## config.mk

```make
export PLATFORM = sky130hd
export DESIGN_NAME = hptc_ctrl
export DESIGN_NICKNAME = d
export VERILOG_FILES = /design/src/rtl/hptc_pkg.sv /design/src/rtl/hptc_ctrl.sv
export VERILOG_INCLUDE_DIRS = /design/src /design/src/rtl
export SDC_FILE = /design/constraint.sdc
export NUM_CORES = 1
export LEC_CHECK = 0
export BUFFER_PORTS_ARGS = -buffer_cell sky130_fd_sc_hd__buf_2
export CAP_MARGIN = 20
export CORE_AREA = 5 5 43 45
export DETAILED_ROUTE_END_ITERATION = 8
export DIE_AREA = 0 0 48 50
export HOLD_SLACK_MARGIN = 0.08
export PLACE_DENSITY = 0.61
export SYNTH_ARGS = -nofsm -noshare
export SYNTH_HDL_FRONTEND = slang
export SYNTH_SLANG_ARGS = --single-unit
```

## constraint.sdc

```tcl
create_clock -name clock -period 2.47 [get_ports clock]
set_input_delay 0.494 -clock clock [delete_from_list [all_inputs] [get_ports clock]]
set_output_delay 0.494 -clock clock [all_outputs]
set_load 0.02 [all_outputs]
```

## src/rtl/assert_macros.svh

```systemverilog
// ----------------------------------------------------------------------------
// assertion macros
// clocked property checks shared by the turn controller modules
// ----------------------------------------------------------------------------
`ifndef ASSERT_MACROS_SVH
`define ASSERT_MACROS_SVH

// property must hold at every rising clock edge outside reset
`define HPTC_ASSERT_CLK(lbl, clk, rst, prop) \
   lbl: assert property (@(posedge clk) disable iff (rst) prop) \
      else $error("hptc assertion failed");

// expression must never be true outside reset
`define HPTC_ASSERT_NEVER(lbl, clk, rst, expr) \
   lbl: assert property (@(posedge clk) disable iff (rst) !(expr)) \
      else $error("hptc forbidden condition seen");

`endif

```

## src/rtl/hptc_pkg.sv

```systemverilog
// ----------------------------------------------------------------------------
// hptc_pkg
// shared widths, constants, codes and control types of the turn controller
// ----------------------------------------------------------------------------
package hptc_pkg;

   localparam int HEAD_W      = 17;
   localparam int TURN_W      = 16;
   localparam int NORM_W      = 24;
   localparam int DRIVE_W     = 16;
   localparam int GAIN_W      = 32;
   localparam int SPEED_W     = 15;
   localparam int CSR_W       = 32;
   localparam int CSR_IDX_W   = 2;
   localparam int WORK_W      = 19;
   localparam int NORM_FRAC   = 15;
   localparam int CHUNK_W     = 16;
   localparam int NORM_CH     = 2;
   localparam int DRIVE_SHIFT = 31;
   localparam int FULL_DEG    = 360;

   localparam logic signed [NORM_W-1:0] NORM_ONE     = 24'sd32768;
   localparam logic [NORM_W-1:0]        NORM_POS_MAX = 24'h7FFFFF;
   localparam logic [NORM_W-1:0]        NORM_NEG_MAG = 24'h800000;
   localparam logic signed [NORM_W-1:0] NORM_MIN     = 24'sh800000;

   localparam logic [GAIN_W-1:0]  KP_RESET        = 32'd36962;
   localparam logic [GAIN_W-1:0]  KI_RESET        = 32'd275;
   localparam logic [SPEED_W-1:0] MAX_SPEED_RESET = 15'd12000;
   localparam logic [SPEED_W-1:0] THRESHOLD_RESET = 15'd3277;

   localparam logic REQ_START = 1'b0;

   typedef enum logic [CSR_IDX_W-1:0] {
      CSR_KP_GAIN,
      CSR_KI_GAIN,
      CSR_MAX_SPEED,
      CSR_DONE_THRESHOLD
   } csr_idx_type;

   typedef enum logic [3:0] {
      OP_NONE,
      OP_LOAD,
      OP_WRAP,
      OP_TAKE_CUR,
      OP_START,
      OP_IDLE_RES,
      OP_ERR,
      OP_DIV,
      OP_NORM,
      OP_MUL,
      OP_CLAMP,
      OP_RESULT
   } dp_op_type;

   typedef struct packed {
      dp_op_type op;
   } dp_cmd_type;

   typedef struct packed {
      logic in_range;
      logic is_start;
      logic running;
      logic div_last;
      logic mul_last;
   } dp_status_type;

   typedef enum logic [3:0] {
      S_IDLE,
      S_WRAP_CUR,
      S_WRAP_WANT,
      S_IDLE_RES,
      S_ERR,
      S_DIV,
      S_NORM,
      S_MUL,
      S_CLAMP,
      S_FINISH
   } ctl_state_type;

endpackage

```

## src/rtl/hptc_ctrl.sv

```systemverilog
// ----------------------------------------------------------------------------
// hptc_ctrl
// sequencer of the turn controller: steps the datapath through wrap, divide,
// multiply and clamp, and owns the input and result handshakes
// ----------------------------------------------------------------------------
`include "assert_macros.svh"

module hptc_ctrl (
   input  logic                    clock,
   input  logic                    reset,
   input  logic                    req_valid,
   output logic                    req_stall,
   output logic                    rsp_valid,
   input  logic                    rsp_stall,
   output hptc_pkg::dp_cmd_type    cmd,
   input  hptc_pkg::dp_status_type status
);
   import hptc_pkg::*;

   ctl_state_type state_ff, state_in;
   logic          rsp_valid_ff, rsp_valid_in;
   logic          rsp_room;

   assign rsp_room  = !rsp_valid_ff || !rsp_stall;
   assign req_stall = (state_ff != S_IDLE);
   assign rsp_valid = rsp_valid_ff;

   always_comb begin
      state_in = state_ff;
      unique case (state_ff)
         S_IDLE: begin
            if (req_valid) state_in = S_WRAP_CUR;
         end
         S_WRAP_CUR: begin
            if (status.in_range) begin
               priority if (status.is_start) state_in = S_WRAP_WANT;
               else if (status.running) state_in = S_ERR;
               else state_in = S_IDLE_RES;
            end
         end
         S_WRAP_WANT: begin
            if (status.in_range) state_in = S_FINISH;
         end
         S_IDLE_RES: state_in = S_FINISH;
         S_ERR:      state_in = S_DIV;
         S_DIV: begin
            if (status.div_last) state_in = S_NORM;
         end
         S_NORM:     state_in = S_MUL;
         S_MUL: begin
            if (status.mul_last) state_in = S_CLAMP;
         end
         S_CLAMP:    state_in = S_FINISH;
         S_FINISH: begin
            if (rsp_room) state_in = S_IDLE;
         end
         default:    state_in = S_IDLE;
      endcase
   end

   always_comb begin
      cmd.op = OP_NONE;
      unique case (state_ff)
         S_IDLE:      cmd.op = req_valid ? OP_LOAD : OP_NONE;
         S_WRAP_CUR:  cmd.op = status.in_range ? OP_TAKE_CUR : OP_WRAP;
         S_WRAP_WANT: cmd.op = status.in_range ? OP_START : OP_WRAP;
         S_IDLE_RES:  cmd.op = OP_IDLE_RES;
         S_ERR:       cmd.op = OP_ERR;
         S_DIV:       cmd.op = OP_DIV;
         S_NORM:      cmd.op = OP_NORM;
         S_MUL:       cmd.op = OP_MUL;
         S_CLAMP:     cmd.op = OP_CLAMP;
         S_FINISH:    cmd.op = rsp_room ? OP_RESULT : OP_NONE;
         default:     cmd.op = OP_NONE;
      endcase
   end

   always_comb begin
      rsp_valid_in = rsp_valid_ff;
      priority if (state_ff == S_FINISH && rsp_room) rsp_valid_in = 1'b1;
      else if (!rsp_stall) rsp_valid_in = 1'b0;
   end

   always_ff @(posedge clock) begin
      if (reset) begin
         state_ff     <= S_IDLE;
         rsp_valid_ff <= 1'b0;
      end else begin
         state_ff     <= state_in;
         rsp_valid_ff <= rsp_valid_in;
      end
   end

   `HPTC_ASSERT_CLK(a_finish_loads, clock, reset, (state_ff == S_FINISH && rsp_room) |=> (rsp_valid_ff && state_ff == S_IDLE))
   `HPTC_ASSERT_CLK(a_div_holds, clock, reset, (state_ff == S_DIV && !status.div_last) |=> (state_ff == S_DIV))
   `HPTC_ASSERT_CLK(a_mul_ends, clock, reset, (state_ff == S_MUL && status.mul_last) |=> (state_ff == S_CLAMP))

endmodule

```

# ---- Yosys cells after proc, flatten, opt, wreduce, memory -nomap -nowiden
# Index checks and enable logic that the tools add are counted.
dict set report totals {
  reg_bits 5
  input_bits 9
  output_inout_bits 6
  elab_cells 42
}
dict set report op_classes {
  n_eq_ne 16
  muxes 16
  reduce_logical 8
}
# cell n
set op_table {}
lappend op_table {{4-bit case mux with 10 select lines} 1}
lappend op_table {{4-bit case mux with 9 select lines} 1}
lappend op_table {{4-bit 2-to-1 mux} 7}
lappend op_table {{4-bit by 3-bit equality test with 1-bit output (second input constant)} 4}
lappend op_table {{2-bit inequality test (second input constant)} 6}
lappend op_table {{3-bit 2-to-1 mux} 3}
lappend op_table {{4-bit by 2-bit equality test with 1-bit output (second input constant)} 2}
lappend op_table {{4-bit equality test (second input constant)} 2}
lappend op_table {{6-bit AND reduction} 1}
lappend op_table {{4-bit by 1-bit equality test with 1-bit output (second input constant)} 1}
lappend op_table {{4-bit logical NOT} 1}
lappend op_table {{1-bit 2-to-1 mux} 4}
lappend op_table {{4-bit nonzero test} 1}
lappend op_table {{1-bit logical NOT} 2}
lappend op_table {{2-bit by 1-bit inequality test with 1-bit output (second input constant)} 1}
lappend op_table {{2-bit OR reduction} 1}
lappend op_table {{1-bit logical AND} 1}
lappend op_table {{1-bit logical OR} 1}

# ---- Longest topological paths before layout
# Gate-level depths: netlist of run 1.
dict set report depth {
  depth_word 4
  mapped_depth 6
  mapped_depth_nobuf 4
}

# ---- Worst setup path before layout of run 1
# OpenSTA, ideal clock, no wires.
dict set report synth_timing {
  kind {reg-to-output}
  startpoint {register state_ff[0]}
  endpoint {output port cmd[0] in the netlist's numbering}
  t_arrival_ns 1.476
  required_ns 1.976
  path_slack_ns 0.500
  stages_incl_launch_ff 6
  path_buffers 2
  path_cell_list {dfxtp_1 > buf_6 > buf_2 > a21boi_0 > a21oi_1 > o32ai_1}
}
# element line
set synth_lines {}
lappend synth_lines {{start, declared} hptc_ctrl.sv:20} ;# ctl_state_type state_ff, state_in;
lappend synth_lines {{start signal, assigned} hptc_ctrl.sv:89} ;# state_ff <= state_in;
lappend synth_lines {{end, declared} hptc_ctrl.sv:15} ;# output hptc_pkg::dp_cmd_type cmd,

==> results of run 1 <==
area by class of cell:
cell class / count / area (um^2) / share of cell area
multi-input combinational: 53 / 382.9 / 0.6194
sequential: 5 / 100.1 / 0.1619
timing repair buffer: 15 / 77.57 / 0.1255
clock buffer: 4 / 26.28 / 0.04251
tap: 16 / 20.02 / 0.03239
inverter: 3 / 11.26 / 0.01822
layer usage:
metal,global-route usage,share of wire,vias to the layer above
li1,-,-,280
met1,0.1545,0.46,243
met2,0.1652,0.47,17
met3,0.04364,0.067,0
met4,0.02242,0,0
met5,0,0,-
state kept, by name (all words and copies together) (netlist names):
name,cells
rsp_valid,1
state_ff,4
power groups by stage:
stage | registers, mW | clock network (mW) | logic [mW]
2_1_floorplan | 0.0940 | 0 | 0.144
3_3_place_gp | 0.112 | 0 | 0.166
3_5_place_dp | 0.111 | 0 | 0.166
4_1_cts | 0.110 | 0.0960 | 0.167
5_1_grt | 0.113 | 0.101 | 0.183
6_report | 0.110 | 0.0903 | 0.165
cell usage in the layout, fill, tap and decap left out, types with 2 or more instances in the layout:
master                      synthesis  final
sky130_fd_sc_hd__dfxtp_1            5      5
sky130_fd_sc_hd__o21ai_0            3      3
sky130_fd_sc_hd__o2111ai_1          2      2
sky130_fd_sc_hd__inv_1              3      3
sky130_fd_sc_hd__nand2_1            5      5
sky130_fd_sc_hd__nand3_1            3      3
sky130_fd_sc_hd__a21oi_1            8      8
sky130_fd_sc_hd__nand2b_1           2      2
sky130_fd_sc_hd__buf_2              2     14
sky130_fd_sc_hd__clkbuf_4           0      3
sky130_fd_sc_hd__nor3_1             2      2
sky130_fd_sc_hd__o32ai_1            2      2
sky130_fd_sc_hd__a31oi_1            2      2
sky130_fd_sc_hd__nor2_1             4      4
per-stage QoR:
| step | util | hold slack, ns |
|---|---|---|
| 6_report | 0.4303 | 0.4886 |
| 5_1_grt | 0.4303 | 0.4905 |
| 4_1_cts | 0.4303 | 0.4808 |
| 3_5_place_dp | 0.4120 | 0.5044 |
| 3_3_place_gp | 0.4120 | 0.4967 |
| 2_1_floorplan | - | 0.5590 |
worst max-delay path by stage:
stage / to / slack (ns) / cells after the start
after floorplan: cmd[0] / 0.50 / 5
after global placement: cmd[0] / 0.51 / 5
after detailed placement: cmd[0] / 0.47 / 5
after CTS: cmd[0] / 0.27 / 4
after global routing: cmd[0] / 0.13 / 4
final: cmd[0] / 0.30 / 4
cells by family (layout without fill, tap and decap cells):
logic type,Yosys count,after routing,synth area share
AO/OA/AOI/OAI,27,27,0.4354
AND/OR/NAND/NOR,25,25,0.2680
buffers and inverters,8,22,0.07654
flip-flops,5,5,0.1914
multiplexers,1,1,0.02870
==> results.sh, run 1 <==
export IMPL_drtPass1Iterations=4
export IMPL_ordered_cell_list_for_the_critical_path="a21boi_0 > a21oi_1 > o32ai_1 > buf_2"
export IMPL_fin_ws_ns=0.2953
export IMPL_crit_path_max_fanout=10
export IMPL_die_w_um=48
export IMPL_cts_htree_levels=1
export IMPL_max_cap_violations=0
export IMPL_power_sequential_fraction=0.301
export IMPL_synth_top_cells_by_area="sky130_fd_sc_hd__dfxtp_1 (19%), sky130_fd_sc_hd__a21oi_1 (7.7%), sky130_fd_sc_hd__o221ai_4 (5.0%), sky130_fd_sc_hd__a31oi_4 (4.1%), sky130_fd_sc_hd__nand2_1 (3.6%)"
export IMPL_asyncSetResetFlopFracSynth=0
export IMPL_tns_ns=0
export IMPL_timing_final_setup_violations=0
export IMPL_post_route_design_area_um2=618.1
export IMPL_timing_critical_path_from_type="register"
export IMPL_worstSetupPathType="reg -> out"
export IMPL_ant_nets=0
export IMPL_post_synthesis_cell_area_um2=523.0
export IMPL_clock_tree_root_cell="sky130_fd_sc_hd__clkbuf_4"
export IMPL_synth_edf_count=0
export IMPL_critPathRequiredTime_ns=1.98
export IMPL_synth_area_leader_cell="sky130_fd_sc_hd__dfxtp_1"
export IMPL_placed_instances=92
export IMPL_number_of_drc_markers_in_iteration_0=3
export IMPL_yosys_cell_count_top_type="sky130_fd_sc_hd__a21oi_1"
export IMPL_row_count=14
export IMPL_r2r_end="state_ff[2]"
export IMPL_fin_cells=96
export IMPL_synthFlopType="sky130_fd_sc_hd__dfxtp_1"
export IMPL_critical_path_n_buffers_inverters=1
export IMPL_number_of_synthesis_warnings=0
export IMPL_initial_antenna_violation_count=0
export IMPL_final_fill_count=167
export IMPL_worstHoldPathType="in -> reg"
export IMPL_pin_count_of_the_biggest_net_entering_global_routing=18
export IMPL_layout_worst_path_cycle_share=0.8804
export IMPL_min_delay_worst_endpoint="state_ff[2]"
export IMPL_syn_to_final_growth_pct=18.18
export IMPL_cts_sinks=5
export IMPL_finalMaxSlewViolations=0
export IMPL_worst_reg2reg_setup_slack_ns=0.69
export IMPL_finalCriticalPeriod_ns=2.175
export IMPL_vias_cell=5.625
export IMPL_min_path_cells=2
export IMPL_slew_headroom=0.6041
export IMPL_internal_power_component_uw=223.1
export IMPL_worst_path_max_delay_cell="sky130_fd_sc_hd__dfxtp_1"
export IMPL_first_global_vias=491
export IMPL_worstSetupEndpointType="output port"
export IMPL_final_hold_violation_count=0
export IMPL_post_cts_repair_setup_buffers=0
export IMPL_cts_made_buffers=3
export IMPL_power_switching_uw=142.4
export IMPL_fp_dieH_um=50
export IMPL_static_leakage_power_nw=0.2375
export IMPL_placedInstanceArea_um2=591.8
export IMPL_detailedPlace_worstSlack_ns=0.4748
export IMPL_fin_total_pwr_uw=365.5
export IMPL_synth_seq_cells=5
export IMPL_clock_path_buffers=2
export IMPL_dominant_delay_contributor_by_cell_family_on_the_critical_path="compound AO/OA/AOI/OAI gates"
export IMPL_finalWeightedCongestion=0.7405
export IMPL_post_synth_top_area_fraction=0.1914
export IMPL_via_count=540
export IMPL_yosys_cell_types_count=36
export IMPL_dp_hpwl_um=950.5
export IMPL_drc=0
export IMPL_cts_tree="built"
export IMPL_cp_startpoint="state_ff[0]"
export IMPL_antenna_cells_inserted=0
export IMPL_post_cts_hold_buffer_count=0
export IMPL_power_density_nw_per_um2=591.3
export IMPL_max_slew_worst_pin_slew_ns=0.5931
export IMPL_initial_utilization=0.3641
export IMPL_share_comb_of_total_power=0.452
export IMPL_power_share_clock=0.247
export IMPL_core_area_um2=1436
export IMPL_netSwitchingFraction=0.3896
export IMPL_mappedNetlistNets=75
export IMPL_ys_seq_area_frac=0.1914
export IMPL_post_synthesis_cell_count=66
export IMPL_min_delay_start="reset"
export IMPL_worstSkewPairLatency_ns=0.23
export IMPL_portBuffers=14
export IMPL_timing_rr_start="state_ff[0]"
export IMPL_outcome="finished clean"
export IMPL_overflow=0
export IMPL_clock_pin_slew_on_the_worst_setup_and_hold_paths_ns=0.04
export IMPL_synthTopCellsByCount="sky130_fd_sc_hd__a21oi_1 (8), sky130_fd_sc_hd__dfxtp_1 (5), sky130_fd_sc_hd__nand2_1 (5), sky130_fd_sc_hd__nor2_1 (4)"
export IMPL_synth_avg_cell_area_um2=7.924
export IMPL_floorplan_die_area_um2=2400
export IMPL_groute_usage_overall=0.1129
export IMPL_wl_per_cell_um=12.70
export IMPL_worstPathArrival_ns=1.68
export IMPL_grt_setup_unrepaired="false"
export IMPL_detail_route_wirelength_mm=1.219
export IMPL_fmaxAchievable_mhz=459.8
export IMPL_rr_worst_depth=5
export IMPL_cts_repair_resized_insts=0
export IMPL_top_level_ports=15
export IMPL_grt_pass1_wl_mm=2.035
export IMPL_finClkSkew_ns=0.003427
export IMPL_worst_ir_drop_vdd_mv=0.3261
export IMPL_proportion_of_layout_cells_with_a_drive_suffix_above_1=0.3250
export IMPL_final_net_count=90
export IMPL_timing_critical_path_slowest_cell_delay_ns=0.50
Power figures use the tool's default switching activity.
==> run 2: changes to the inputs <==
--- a/config.mk
+++ b/config.mk
@@ -11,6 +11,7 @@
 export CORE_AREA = 5 5 43 45
 export DETAILED_ROUTE_END_ITERATION = 8
 export DIE_AREA = 0 0 48 50
+export GPL_TIMING_DRIVEN = 0
 export HOLD_SLACK_MARGIN = 0.08
 export PLACE_DENSITY = 0.61
 export SYNTH_ARGS = -nofsm -noshare
==> results.sh, run 2 (same netlist as run 1, synthesis figures left out) <==
export IMPL_drtPass1Iterations=4
export IMPL_cts_made_buffers=3
export IMPL_worstHoldPathType="in -> reg"
export IMPL_cp_common_cell="sky130_fd_sc_hd__buf_2"
export IMPL_drc=0
export IMPL_floorplan_die_area_um2=2400
export IMPL_overflow=0
export IMPL_clock_tree_root_cell="sky130_fd_sc_hd__clkbuf_4"
export IMPL_final_fill_count=157
export IMPL_clock_path_buffers=2
export IMPL_most_common_layout_cells="sky130_fd_sc_hd__buf_2 (16), sky130_fd_sc_hd__a21oi_1 (8), sky130_fd_sc_hd__nand2_1 (5), sky130_fd_sc_hd__dfxtp_1 (5), sky130_fd_sc_hd__nor2_1 (4)"
export IMPL_wl_per_cell_um=12.65
export IMPL_cts_repair_resized_insts=0
export IMPL_final_hold_violation_count=0
export IMPL_ordered_cell_list_for_the_critical_path="buf_6 > buf_2 > a21boi_0 > a21oi_1 > o32ai_1 > buf_2"
export IMPL_top_level_ports=15
export IMPL_worstSkewPairLatency_ns=0.23
export IMPL_pin_count_of_the_biggest_net_entering_global_routing=11
export IMPL_timing_final_setup_violations=0
export IMPL_final_core_util=0.4451
export IMPL_grt_pass1_wl_mm=2.325
export IMPL_tns_ns=0
export IMPL_finClkSkew_ns=0.003587
export IMPL_portBuffers=14
export IMPL_worst_path_max_delay_cell="sky130_fd_sc_hd__dfxtp_1"
export IMPL_detail_route_wirelength_mm=1.265
export IMPL_syn_to_final_growth_pct=22.25
export IMPL_row_count=14
export IMPL_finalCriticalPeriod_ns=2.230
export IMPL_fmaxAchievable_mhz=448.5
export IMPL_dp_hpwl_mm=1.016
export IMPL_power_density_nw_per_um2=585.4
export IMPL_max_slew_worst_pin_slew_ns=0.4954
export IMPL_static_leakage_power_nw=0.2512
export IMPL_vias_cell=5.660
export IMPL_timing_critical_path_from_type="register"
export IMPL_timing_critical_path_slowest_cell_delay_ns=0.31
export IMPL_initial_antenna_violation_count=0
export IMPL_fin_total_pwr_uw=374.3
export IMPL_initial_utilization=0.3641
export IMPL_cts_tree="built"
export IMPL_worst_ir_drop_vdd_mv=0.3435
export IMPL_critPathRequiredTime_ns=1.98
export IMPL_grt_setup_unrepaired="false"
export IMPL_fin_ws_ns=0.2402
export IMPL_max_cap_violations=0
export IMPL_proportion_of_layout_cells_with_a_drive_suffix_above_1=0.3333
export IMPL_cts_sinks=5
export IMPL_finalWeightedCongestion=0.8644
export IMPL_slew_headroom=0.6697
export IMPL_detailedPlace_worstSlack_ns=0.5008
export IMPL_antenna_cells_inserted=0
export IMPL_fp_dieH_um=50
export IMPL_post_cts_hold_buffer_count=0
export IMPL_number_of_drc_markers_in_iteration_0=18
export IMPL_die_w_um=48
export IMPL_core_area_um2=1436
export IMPL_via_count=566
export IMPL_final_net_count=94
export IMPL_layout_cells_most_common="sky130_fd_sc_hd__buf_2"
export IMPL_cts_htree_levels=1
export IMPL_finalMaxSlewViolations=0
export IMPL_groute_usage_overall=0.1296
export IMPL_largest_register_ffs=4
export IMPL_outcome="finished clean"
export IMPL_ant_nets=0
export IMPL_worstSetupEndpointType="output port"
export IMPL_post_cts_repair_setup_buffers=0
export IMPL_worstPathArrival_ns=1.74
export IMPL_crit_path_max_fanout=10
export IMPL_worstSetupPathType="reg -> out"
export IMPL_max_flop_register="state_ff"
export IMPL_clock_pin_slew_on_the_worst_setup_and_hold_paths_ns=0.04
export IMPL_first_global_vias=544
export IMPL_layout_worst_path_cycle_share=0.9028
## run 2: cell count changes in the layout (fill, tap and decap cells not counted), sizes merged
cell    previous run  this run
clkbuf             4         5
buf               15        18
## run 2: worst paths after layout
check | end | cells past startpoint | from | slack [ns]
worst max-delay path | cmd[0] | 6 | state_ff[0] | 0.24
worst min-delay path | state_ff[2] | 2 | reset | 0.49
worst max register to register | state_ff[2] | 5 | state_ff[0] | 0.96
worst min register to register | rsp_valid | 2 | rsp_valid | 0.51
## run 2: per-layer routing
metal	vias to the layer above	part of all wire	global-route usage
li1	286	-	-
met1	267	0.50	0.1961
met2	13	0.45	0.1608
met3	0	0.050	0.05818
met4	0	0	0.03587
met5	-	0	0
## run 2: through the flow
stage / cell area [um^2] / cells / hold WS (ns)
finish: 639.4 / 100 / 0.4908
global route: 639.4 / 100 / 0.4949
CTS: 639.4 / 100 / 0.4850
detailed placement: 613.1 / 96 / 0.5043
global placement: 613.1 / 96 / 0.5083
floorplan: 523.0 / 66 / 0.5590
## run 2: critical path: cells and delay by family, from the launching register on
family / cells / cell delay [ns]
AOI/OAI and AO/OA: 3 / 0.64
DFF: 1 / 0.31
buffers and inverters: 3 / 0.54
## run 2: report_power, final
group          switching, mW  internal (mW)
registers            0.00614         0.0879
clock network         0.0295         0.0608
logic                  0.109         0.0805
## run 2: final cells by class
type                            count  area, um^2  area share
Tap cell                           16       20.02     0.03131
Timing Repair Buffer               14       70.07      0.1096
Buffer                              5       28.78     0.04501
Multi-Input combinational cell     53       382.9      0.5988
Clock buffer                        4       26.28     0.04110
Sequential cell                     5       100.1      0.1566
Inverter                            3       11.26     0.01761
